$ cat config.mk
export PLATFORM = sky130hd
export DESIGN_NAME = line_gradient_color_flat
export DESIGN_NICKNAME = d
export VERILOG_FILES = /design/src/design/lgc_pkg.sv /design/src/design/lgc_if.sv /design/src/design/lgc_front.sv /design/src/design/lgc_div_cell.sv /design/src/design/lgc_blend.sv /design/src/design/line_gradient_color.sv /design/src/flat_wrapper.sv
export SDC_FILE = /design/constraint.sdc
export NUM_CORES = 2
export LEC_CHECK = 0
export ABC_CLOCK_PERIOD_IN_PS = 15500
export BUFFER_PORTS_ARGS = -buffer_cell sky130_fd_sc_hd__buf_2
export CAP_MARGIN = 20
export CORE_UTILIZATION = 35
export DETAILED_ROUTE_END_ITERATION = 12
export PLACE_DENSITY = 0.51
export SETUP_SLACK_MARGIN = 0.15
export SYNTH_ARGS = -nofsm -noshare
export SYNTH_HDL_FRONTEND = slang
export SYNTH_SLANG_ARGS = --single-unit
export TNS_END_PERCENT = 30
$ cat constraint.sdc
create_clock -name clk -period 15.5 [get_ports clk]
set_input_delay 1.55 -clock clk [delete_from_list [all_inputs] [get_ports clk]]
set_output_delay 1.55 -clock clk [all_outputs]
set_load 0.05 [all_outputs]
$ cat src/design/lgc_pkg.sv
// Package for the line gradient color block: shared constants and types.
`timescale 1ns / 1ps

package lgc_pkg;

  // Parameter defaults
  localparam int COORD_BITS_DEF = 16;
  localparam int FRAC_BITS_DEF  = 16;

  // Fixed field widths
  localparam int CHAN_BITS  = 8;
  localparam int NUM_CHAN   = 3;
  localparam int COLOR_BITS = CHAN_BITS * NUM_CHAN;
  localparam int SPAN_BITS  = 16;

  // End points of the color ramp
  typedef struct packed {
    logic [COLOR_BITS-1:0] start_color;
    logic [COLOR_BITS-1:0] end_color;
  } lgc_colors_t;

  // Side data that travels with a transaction through the divider row
  typedef struct packed {
    logic        one;     // fraction is forced to exactly one
    lgc_colors_t colors;
  } lgc_side_t;

endpackage

$ cat src/design/lgc_if.sv
// Valid/ready channel interfaces for the line gradient color block.
`timescale 1ns / 1ps

interface lgc_item_if #(
  parameter int COORD_BITS = 16
);
  logic                            valid;
  logic                            ready;
  logic signed [COORD_BITS-1:0]    start_x;
  logic signed [COORD_BITS-1:0]    start_y;
  logic signed [COORD_BITS-1:0]    end_x;
  logic signed [COORD_BITS-1:0]    end_y;
  logic signed [COORD_BITS-1:0]    cur_x;
  logic signed [COORD_BITS-1:0]    cur_y;
  logic        [lgc_pkg::COLOR_BITS-1:0] start_color;
  logic        [lgc_pkg::COLOR_BITS-1:0] end_color;
  logic        [lgc_pkg::COLOR_BITS-1:0] cur_color;
  logic        [lgc_pkg::SPAN_BITS-1:0]  span_x;
  logic        [lgc_pkg::SPAN_BITS-1:0]  span_y;

  modport source (
    output valid, start_x, start_y, end_x, end_y, cur_x, cur_y,
           start_color, end_color, cur_color, span_x, span_y,
    input  ready
  );
  modport sink (
    input  valid, start_x, start_y, end_x, end_y, cur_x, cur_y,
           start_color, end_color, cur_color, span_x, span_y,
    output ready
  );
endinterface

interface lgc_result_if;
  logic                            valid;
  logic                            ready;
  logic [lgc_pkg::COLOR_BITS-1:0]  pixel_color;

  modport source (output valid, pixel_color, input ready);
  modport sink   (input valid, pixel_color, output ready);
endinterface

$ cat src/design/lgc_front.sv
// Front end: axis select, differences, magnitudes and special-case flags.
`timescale 1ns / 1ps

module lgc_front import lgc_pkg::*; #(
  parameter int COORD_BITS = COORD_BITS_DEF
) (
  input  logic                  clk,
  input  logic                  rst,
  lgc_item_if.sink              item,
  output logic                  v_out,
  input  logic                  rdy_in,
  output logic [COORD_BITS-1:0] rem_out,
  output logic [COORD_BITS-1:0] den_out,
  output lgc_side_t             side_out
);

  localparam int DW = COORD_BITS + 1;

  // Stage 1 registers: signed differences on the major axis
  logic              s1_v;
  logic [DW-1:0]     s1_num;
  logic [DW-1:0]     s1_den;
  logic              s1_pass;
  lgc_colors_t       s1_colors;

  logic              s1_rdy;
  logic              s2_rdy;
  logic              sel_x;
  logic [COORD_BITS-1:0] c_s, c_e, c_c;
  logic [DW-1:0]     num_next, den_next;

  // Stage 2 combinational terms
  logic              n_neg, d_neg;
  logic [DW-1:0]     an_full, ad_full;
  logic [COORD_BITS-1:0] an, ad;
  logic              zero_f, one_f;
  logic [COORD_BITS-1:0] rem_next;

  assign s2_rdy     = !v_out || rdy_in;
  assign s1_rdy     = !s1_v || s2_rdy;
  assign item.ready = s1_rdy;

  // Major axis: x only when its span is strictly larger
  always_comb begin
    sel_x    = item.span_x > item.span_y;
    c_s      = sel_x ? item.start_x : item.start_y;
    c_e      = sel_x ? item.end_x   : item.end_y;
    c_c      = sel_x ? item.cur_x   : item.cur_y;
    num_next = {c_c[COORD_BITS-1], c_c} - {c_s[COORD_BITS-1], c_s};
    den_next = {c_e[COORD_BITS-1], c_e} - {c_s[COORD_BITS-1], c_s};
  end

  always_ff @(posedge clk) begin
    if (rst) begin
      s1_v <= 1'b0;
    end else if (s1_rdy) begin
      s1_v <= item.valid;
    end
  end

  always_ff @(posedge clk) begin
    if (s1_rdy) begin
      s1_num                <= num_next;
      s1_den                <= den_next;
      s1_pass               <= item.cur_color == item.end_color;
      s1_colors.start_color <= item.start_color;
      s1_colors.end_color   <= item.end_color;
    end
  end

  // Magnitudes and clamp classification
  always_comb begin
    n_neg    = s1_num[DW-1];
    d_neg    = s1_den[DW-1];
    an_full  = n_neg ? (~s1_num + DW'(1)) : s1_num;
    ad_full  = d_neg ? (~s1_den + DW'(1)) : s1_den;
    an       = an_full[COORD_BITS-1:0];
    ad       = ad_full[COORD_BITS-1:0];
    zero_f   = (s1_num == '0) || (n_neg != d_neg);
    one_f    = s1_pass || (s1_den == '0) || (!zero_f && (an >= ad));
    rem_next = zero_f ? '0 : an;
  end

  always_ff @(posedge clk) begin
    if (rst) begin
      v_out <= 1'b0;
    end else if (s2_rdy) begin
      v_out <= s1_v;
    end
  end

  always_ff @(posedge clk) begin
    if (s2_rdy) begin
      rem_out         <= rem_next;
      den_out         <= ad;
      side_out.one    <= one_f;
      side_out.colors <= s1_colors;
    end
  end

endmodule

$ cat src/design/lgc_div_cell.sv
// One restoring-division cell: produces one quotient bit per transaction.
`timescale 1ns / 1ps

module lgc_div_cell import lgc_pkg::*; #(
  parameter int COORD_BITS = COORD_BITS_DEF,
  parameter int FRAC_BITS  = FRAC_BITS_DEF
) (
  input  logic                  clk,
  input  logic                  rst,
  input  logic                  v_in,
  output logic                  rdy_out,
  input  logic [COORD_BITS-1:0] rem_in,
  input  logic [COORD_BITS-1:0] den_in,
  input  logic [FRAC_BITS-1:0]  quo_in,
  input  lgc_side_t             side_in,
  output logic                  v_out,
  input  logic                  rdy_in,
  output logic [COORD_BITS-1:0] rem_out,
  output logic [COORD_BITS-1:0] den_out,
  output logic [FRAC_BITS-1:0]  quo_out,
  output lgc_side_t             side_out
);

  logic [COORD_BITS:0]   rem_sh;
  logic [COORD_BITS:0]   rem_sub;
  logic                  q_bit;
  logic [COORD_BITS-1:0] rem_next;

  assign rdy_out = !v_out || rdy_in;

  // Shift in a zero, subtract the divisor when it fits
  always_comb begin
    rem_sh   = {rem_in, 1'b0};
    rem_sub  = rem_sh - {1'b0, den_in};
    q_bit    = rem_sh >= {1'b0, den_in};
    rem_next = q_bit ? rem_sub[COORD_BITS-1:0] : rem_sh[COORD_BITS-1:0];
  end

  always_ff @(posedge clk) begin
    if (rst) begin
      v_out <= 1'b0;
    end else if (rdy_out) begin
      v_out <= v_in;
    end
  end

  always_ff @(posedge clk) begin
    if (rdy_out) begin
      rem_out  <= rem_next;
      den_out  <= den_in;
      quo_out  <= {quo_in[FRAC_BITS-2:0], q_bit};
      side_out <= side_in;
    end
  end

endmodule

$ cat src/design/lgc_blend.sv
// Color blend: per-channel weighted mix of start and end colors.
`timescale 1ns / 1ps

module lgc_blend import lgc_pkg::*; #(
  parameter int FRAC_BITS = FRAC_BITS_DEF
) (
  input  logic                 clk,
  input  logic                 rst,
  input  logic                 v_in,
  output logic                 rdy_out,
  input  logic [FRAC_BITS-1:0] quo_in,
  input  lgc_side_t            side_in,
  lgc_result_if.source         result
);

  localparam int FW = FRAC_BITS + 1;
  localparam int SW = FRAC_BITS + CHAN_BITS + 1;
  localparam logic [FW-1:0] ONE = {1'b1, {FRAC_BITS{1'b0}}};

  logic [FW-1:0]         f;
  logic [FW-1:0]         wa;
  logic [SW-1:0]         sum;
  logic [COLOR_BITS-1:0] pixel_next;

  assign rdy_out = !result.valid || result.ready;

  // a*(1-f) + b*f per channel, truncated
  always_comb begin
    f          = side_in.one ? ONE : {1'b0, quo_in};
    wa         = ONE - f;
    sum        = '0;
    pixel_next = '0;
    for (int ch = 0; ch < NUM_CHAN; ch++) begin
      sum = SW'(side_in.colors.start_color[ch*CHAN_BITS +: CHAN_BITS]) * SW'(wa)
          + SW'(side_in.colors.end_color[ch*CHAN_BITS +: CHAN_BITS]) * SW'(f);
      pixel_next[ch*CHAN_BITS +: CHAN_BITS] = sum[FRAC_BITS +: CHAN_BITS];
    end
  end

  always_ff @(posedge clk) begin
    if (rst) begin
      result.valid <= 1'b0;
    end else if (rdy_out) begin
      result.valid <= v_in;
    end
  end

  always_ff @(posedge clk) begin
    if (rdy_out) begin
      result.pixel_color <= pixel_next;
    end
  end

endmodule

$ cat src/design/line_gradient_color.sv
// Top level of the line gradient color block: front end, divider row, blend.
//
//   channel  | dir | payload
//   ---------+-----+------------------------------------------------------
//   item     | in  | start/end/cur x,y, start/end/cur color, span_x/span_y
//   result   | out | pixel_color (RGB888)
//
// One transaction per clock sustained while result accepts. The stages are
// two front-end stages, one cell per fraction bit in the divider row, and
// the blend register. Synchronous reset empties every stage. Each stage holds
// its contents only while the stage after it is full and stalled, so bubbles
// close up under backpressure on result.
`timescale 1ns / 1ps

module line_gradient_color import lgc_pkg::*; #(
  parameter int COORD_BITS = COORD_BITS_DEF,
  parameter int FRAC_BITS  = FRAC_BITS_DEF
) (
  input  logic         clk,
  input  logic         rst,
  lgc_item_if.sink     item,
  lgc_result_if.source result
);

  localparam int NC = FRAC_BITS;

  // Row links: index k feeds cell k, index NC feeds the blend stage
  logic [NC:0]           cv;
  logic [NC:0]           cr;
  logic [COORD_BITS-1:0] rem_a  [NC+1];
  logic [COORD_BITS-1:0] den_a  [NC+1];
  logic [FRAC_BITS-1:0]  quo_a  [NC+1];
  lgc_side_t             side_a [NC+1];

  assign quo_a[0] = '0;

  lgc_front #(
    .COORD_BITS (COORD_BITS)
  ) u_front (
    .clk      (clk),
    .rst      (rst),
    .item     (item),
    .v_out    (cv[0]),
    .rdy_in   (cr[0]),
    .rem_out  (rem_a[0]),
    .den_out  (den_a[0]),
    .side_out (side_a[0])
  );

  // Divider row, one quotient bit per cell
  for (genvar k = 0; k < NC; k++) begin : g_cell
    lgc_div_cell #(
      .COORD_BITS (COORD_BITS),
      .FRAC_BITS  (FRAC_BITS)
    ) u_cell (
      .clk      (clk),
      .rst      (rst),
      .v_in     (cv[k]),
      .rdy_out  (cr[k]),
      .rem_in   (rem_a[k]),
      .den_in   (den_a[k]),
      .quo_in   (quo_a[k]),
      .side_in  (side_a[k]),
      .v_out    (cv[k+1]),
      .rdy_in   (cr[k+1]),
      .rem_out  (rem_a[k+1]),
      .den_out  (den_a[k+1]),
      .quo_out  (quo_a[k+1]),
      .side_out (side_a[k+1])
    );
  end

  lgc_blend #(
    .FRAC_BITS (FRAC_BITS)
  ) u_blend (
    .clk     (clk),
    .rst     (rst),
    .v_in    (cv[NC]),
    .rdy_out (cr[NC]),
    .quo_in  (quo_a[NC]),
    .side_in (side_a[NC]),
    .result  (result)
  );

`ifndef SYNTHESIS
  // An open output lets the whole row advance, so the input must be open
  a_ready_chain: assert property (@(posedge clk) disable iff (rst)
    result.ready |-> item.ready)
    else $error("input stalled while output is ready");

  // Last cell keeps its transaction while the blend stage is stalled
  a_last_hold: assert property (@(posedge clk) disable iff (rst)
    cv[NC] && !cr[NC] |=> cv[NC])
    else $error("divider row dropped a transaction under stall");

  // A result appears only after the last cell held one
  a_result_src: assert property (@(posedge clk) disable iff (rst)
    $rose(result.valid) |-> $past(cv[NC]))
    else $error("result appeared with no source transaction");

  // A forced full fraction yields exactly the end color
  a_full_frac: assert property (@(posedge clk) disable iff (rst)
    cv[NC] && cr[NC] && side_a[NC].one |=>
      result.pixel_color == $past(side_a[NC].colors.end_color))
    else $error("full fraction did not give the end color");
`endif

endmodule

$ cat src/flat_wrapper.sv
// flat-port wrapper written by rule: the top's interface ports become plain ports
module line_gradient_color_flat import lgc_pkg::*;
#(
  parameter int COORD_BITS = COORD_BITS_DEF,
  parameter int FRAC_BITS  = FRAC_BITS_DEF
)
  (clk, rst, item_valid, item_start_x, item_start_y, item_end_x, item_end_y, item_cur_x, item_cur_y, item_start_color, item_end_color, item_cur_color, item_span_x, item_span_y, item_ready, result_valid, result_pixel_color, result_ready);
  lgc_item_if #(.COORD_BITS(COORD_BITS)) item_i ();
  lgc_result_if result_i ();
  input  logic clk;
  input  logic rst;
  input wire logic [$bits(item_i.valid)-1:0] item_valid;
  input wire logic [$bits(item_i.start_x)-1:0] item_start_x;
  input wire logic [$bits(item_i.start_y)-1:0] item_start_y;
  input wire logic [$bits(item_i.end_x)-1:0] item_end_x;
  input wire logic [$bits(item_i.end_y)-1:0] item_end_y;
  input wire logic [$bits(item_i.cur_x)-1:0] item_cur_x;
  input wire logic [$bits(item_i.cur_y)-1:0] item_cur_y;
  input wire logic [$bits(item_i.start_color)-1:0] item_start_color;
  input wire logic [$bits(item_i.end_color)-1:0] item_end_color;
  input wire logic [$bits(item_i.cur_color)-1:0] item_cur_color;
  input wire logic [$bits(item_i.span_x)-1:0] item_span_x;
  input wire logic [$bits(item_i.span_y)-1:0] item_span_y;
  output wire logic [$bits(item_i.ready)-1:0] item_ready;
  output wire logic [$bits(result_i.valid)-1:0] result_valid;
  output wire logic [$bits(result_i.pixel_color)-1:0] result_pixel_color;
  input wire logic [$bits(result_i.ready)-1:0] result_ready;
  assign item_i.valid = item_valid;
  assign item_i.start_x = item_start_x;
  assign item_i.start_y = item_start_y;
  assign item_i.end_x = item_end_x;
  assign item_i.end_y = item_end_y;
  assign item_i.cur_x = item_cur_x;
  assign item_i.cur_y = item_cur_y;
  assign item_i.start_color = item_start_color;
  assign item_i.end_color = item_end_color;
  assign item_i.cur_color = item_cur_color;
  assign item_i.span_x = item_span_x;
  assign item_i.span_y = item_span_y;
  assign item_ready = item_i.ready;
  assign result_valid = result_i.valid;
  assign result_pixel_color = result_i.pixel_color;
  assign result_i.ready = result_ready;
  line_gradient_color #(.COORD_BITS(COORD_BITS), .FRAC_BITS(FRAC_BITS)) u_core (.clk(clk), .rst(rst), .item(item_i), .result(result_i));
endmodule
==> summary.md <==
| Metric | Value |
|---|---|
| Status | finished clean |
| GRT Util Overall | 15.52% |
| TNS Setup | 0 ns |
| First-pass DRT Iterations | 6 |
| Synth Warn # | 0 |
| Setup Viol. Count Final | 0 |
| Post-DP HPWL | 150600 µm |
| Fin crit period | 10.09 ns |
| RSZ-0062 raised after global routing | no |
| #FFs+latches synth | 1607 |
| DR iter-0 viols | 2464 |
| Post-Syn Area | 0.09081 mm² |
| Worst-path maximum fanout | 45 |
| Hold path depth | 0 |
| Area fraction of the dominant cell type after synthesis | 52.51% |
| First-pass GRT wire length | 315200 µm |
| Synth Instances | 7041 |
| WS Path Type | reg -> reg |
| Worst hold start | u_core.g_cell[14].u_cell.side_out[41] |
| GR Util met2 | 27.99% |
| CTS tree | yes |
| Worst r2r src | u_core.g_cell[15].u_cell.side_out[48] |
| CTS Sinks | 1607 |
| Total of fill cells in the finished design | 24.23k |
| Final period util | 65.10% |
| Placed Instances | 10.54k |
| Hold_ws | 0.3968 ns |
| Wire per inst | 18.46 µm |
| Post-Route WL | 200600 µm |
| Clk slew on worst S/H paths | 0.06 ns |
| Most common cell on crit path | fa_1 |
| Simple-Gate Fraction of Synth Area | 9.229% |
| WHS Endpoint | u_core.g_cell[15].u_cell.side_out[41] |
| Layout net count | 8724 |
| Fin cells | 10.86k |
| Share of layout cells above drive strength 1 | 10.61% |
| Core Box Area | 0.2574 mm² |
| Synth unique cells | 66 |
| Post-Synth XOR/XNOR Area | 3.037% |
| Worst slew pin tran | 1.190 ns |
| Sequential share of the synthesized area | 52.93% |
| Rows | 186 |
| CTS resizes | 0 |
| Drt via density | 4.731 |
| Final ANT Viol Nets | 0 |
| Initial Util | 35.28% |
| Final Hold Viols | 0 |
| Top cells by area, synth | edfxtp_1, fa_1, ha_1, inv_1, and2_1 |
| Chip width | 511.4 µm |
| Reg2Reg Setup Slack | 5.41 ns |
| CP max stage delay | 0.70 ns |
| Port buffer count | 229 |
| Worst setup EP type | register |
| Fmax | 0.09910 GHz |
| Worst Skew | 0.06690 ns |
| Num CTS Buffers | 171 |
| Number of synthesized flops with an enable pin | 1588 |
| Met3 Usage GRT | 2.329% |
| Total number of vias | 51.40k |
| Largest net degree at the start of global routing | 85 |
| Post-route DRC | 0 |
| Hold Path Class | reg -> reg |
| Die footprint | 0.2615 mm² |
| Most used DFF post-synth | edfxtp_1 |
| Main combinational cell family by area after synthesis | adder cells |
| Pins Over Slew Limit | 0 |
| Mux cell area share after synthesis | 2.227% |
| Asr flop ratio synth | 0% |
| Maximum clock insertion buffer count | 3 |
| Aggregate global routing overflow | 0 |
| Vias in the first global route | 54.77k |
| IO Pins | 230 |
| Arr. time, crit path | 10.63 ns |
| Yosys top cell by area | edfxtp_1 |
| H-Tree Level Count | 4 |
| Relative slew slack | 20.64% |
| Initial antenna violation count | 15 |
| Maxcap violations | 0 |
| R2R Path End | u_core.u_blend.result.pixel_color[23] |
| Hold_buf cts | 0 |
| Syn nets | 8436 |
| Area fraction in compound gates after synthesis | 5.044% |
| GRT Max-Usage Layer | met2 |
| Syn Area/Cell | 12.90 µm² |
| Synth top cells by count | edfxtp_1, inv_1, fa_1 |
| Worst setup startpoint | u_core.g_cell[15].u_cell.side_out[48] |
| Synth-to-layout area growth | 12.69% |
| Required time worst endpoint | 16.04 ns |
| Slowest CP cell | nor4_1 |
| Worst-Skew Late Latency | 0.84 ns |
| Most common cell in the netlist | edfxtp_1 |
| Root buffer cell | clkbuf_16 |
| Die H | 511.4 µm |
| Placer Congestion | 0.8489 |
| FF-to-FF path depth | 31 |
| Post-Synth Adder-Cell Area | 21.96% |
| Postcts setup bufs | 0 |
| Worst setup SP type | register |
| Grt met1 use | 18.61% |
-- flip-flops by register name (all words and copies together) (netlist names), 16 cells and up --
name,count
u_core.g_cell.u_cell.v_out,16
u_core.g_cell.u_cell.rem_out,240
u_core.g_cell.u_cell.quo_out,136
u_core.u_front.s1_num,17
u_core.u_front.s1_colors,48
u_core.g_cell.u_cell.den_out,240
u_core.u_blend.result.pixel_color,24
u_core.u_front.s1_den,17
u_core.u_front.side_out,49
u_core.u_front.den_out,16
u_core.u_front.rem_out,16
u_core.g_cell.u_cell.side_out,784
-- worst max-delay path by stage --
stage / cells after the start / end / slack, ns
after detailed placement: 31 / u_core.u_blend.result.pixel_color[23] / 5.32
after CTS: 31 / u_core.u_blend.result.pixel_color[23] / 5.33
final: 31 / u_core.u_blend.result.pixel_color[23] / 5.41
after global placement: 32 / u_core.u_blend.result.pixel_color[23] / 5.52
after floorplan: 9 / item_ready / 3.01
after global routing: 32 / u_core.u_blend.result.pixel_color[6] / 4.79
-- kinds of logic (layout without fill, tap and decap cells) --
family	count (synthesis)	count (layout)
XOR/XNOR	314	314
multiplexers	183	183
other	0	5
adder cells (fa/ha/maj)	1191	1191
AND/OR/NAND/NOR	1688	1688
AO/OA/AOI/OAI	715	715
flip-flops	1607	1607
buffers and inverters	1343	1776
-- metrics by stage --
stage	area [µm²]	setup slack (ns)	utilization, %
5_1_grt	102300	4.789	39.75
3_5_place_dp	96430	5.324	37.47
6_report	102300	5.409	39.76
2_1_floorplan	90810	3.010	-
3_3_place_gp	96430	5.523	37.47
4_1_cts	102300	5.334	39.74
-- cell type report --
cell class,instances,area [µm²],share of cell area (%)
Antenna cell,5,12.51,0.01223
Clock buffer,205,4501,4.398
Clock inverter,113,1358,1.327
Inverter,1162,4372,4.272
Multi-Input combinational cell,4091,38110,37.24
Sequential cell,1607,48070,46.97
Tap cell,3384,4234,4.138
Timing Repair Buffer,296,1682,1.643
-- layer usage --
metal  up-vias  wire (µm)
met2      1093     102200
li1      24370          -
met5         -         11
met4         2       7162
met3       375       7642
met1     25560      83590
-- worst max-delay path, delay by kind of cell, from the launching register on --
| kind | cells | cell delay, ns |
|---|---|---|
| XOR/XNOR | 2 | 0.25 |
| AO/OA/AOI/OAI | 5 | 1.14 |
| flip-flops | 1 | 0.32 |
| AND/OR/NAND/NOR | 8 | 2.69 |
| buffers and inverters | 8 | 1.73 |
| adder cells (fa/ha/maj) | 8 | 3.63 |
-- cells in the final DEF (no fill, tap or decap), drive strengths merged, types with 14 or more instances in the layout --
cell and count:
or3 44, o211ai 15, nor4 19, bufinv 20, mux2i 31, nor3 119, o21ai 119, nand2 543
mux2 152, dfxtp 19, o41ai 19, fa 671, ha 520, nor2b 64, and3 26, nand2b 33
a31oi 14, a221oi 19, a21oi 243, nand4 54, edfxtp 1588, xor2 85, clkinv 84, clkbuf 205
xnor2 229, a211oi 16, o31ai 31, nand3 67, a21boi 17, nor2 262, buf 296, inv 1163
and2 424, o21a 85, a21o 61
Power is not shown: default switching activity piles up to over one toggle a cycle in this logic, so the estimate is an artifact.
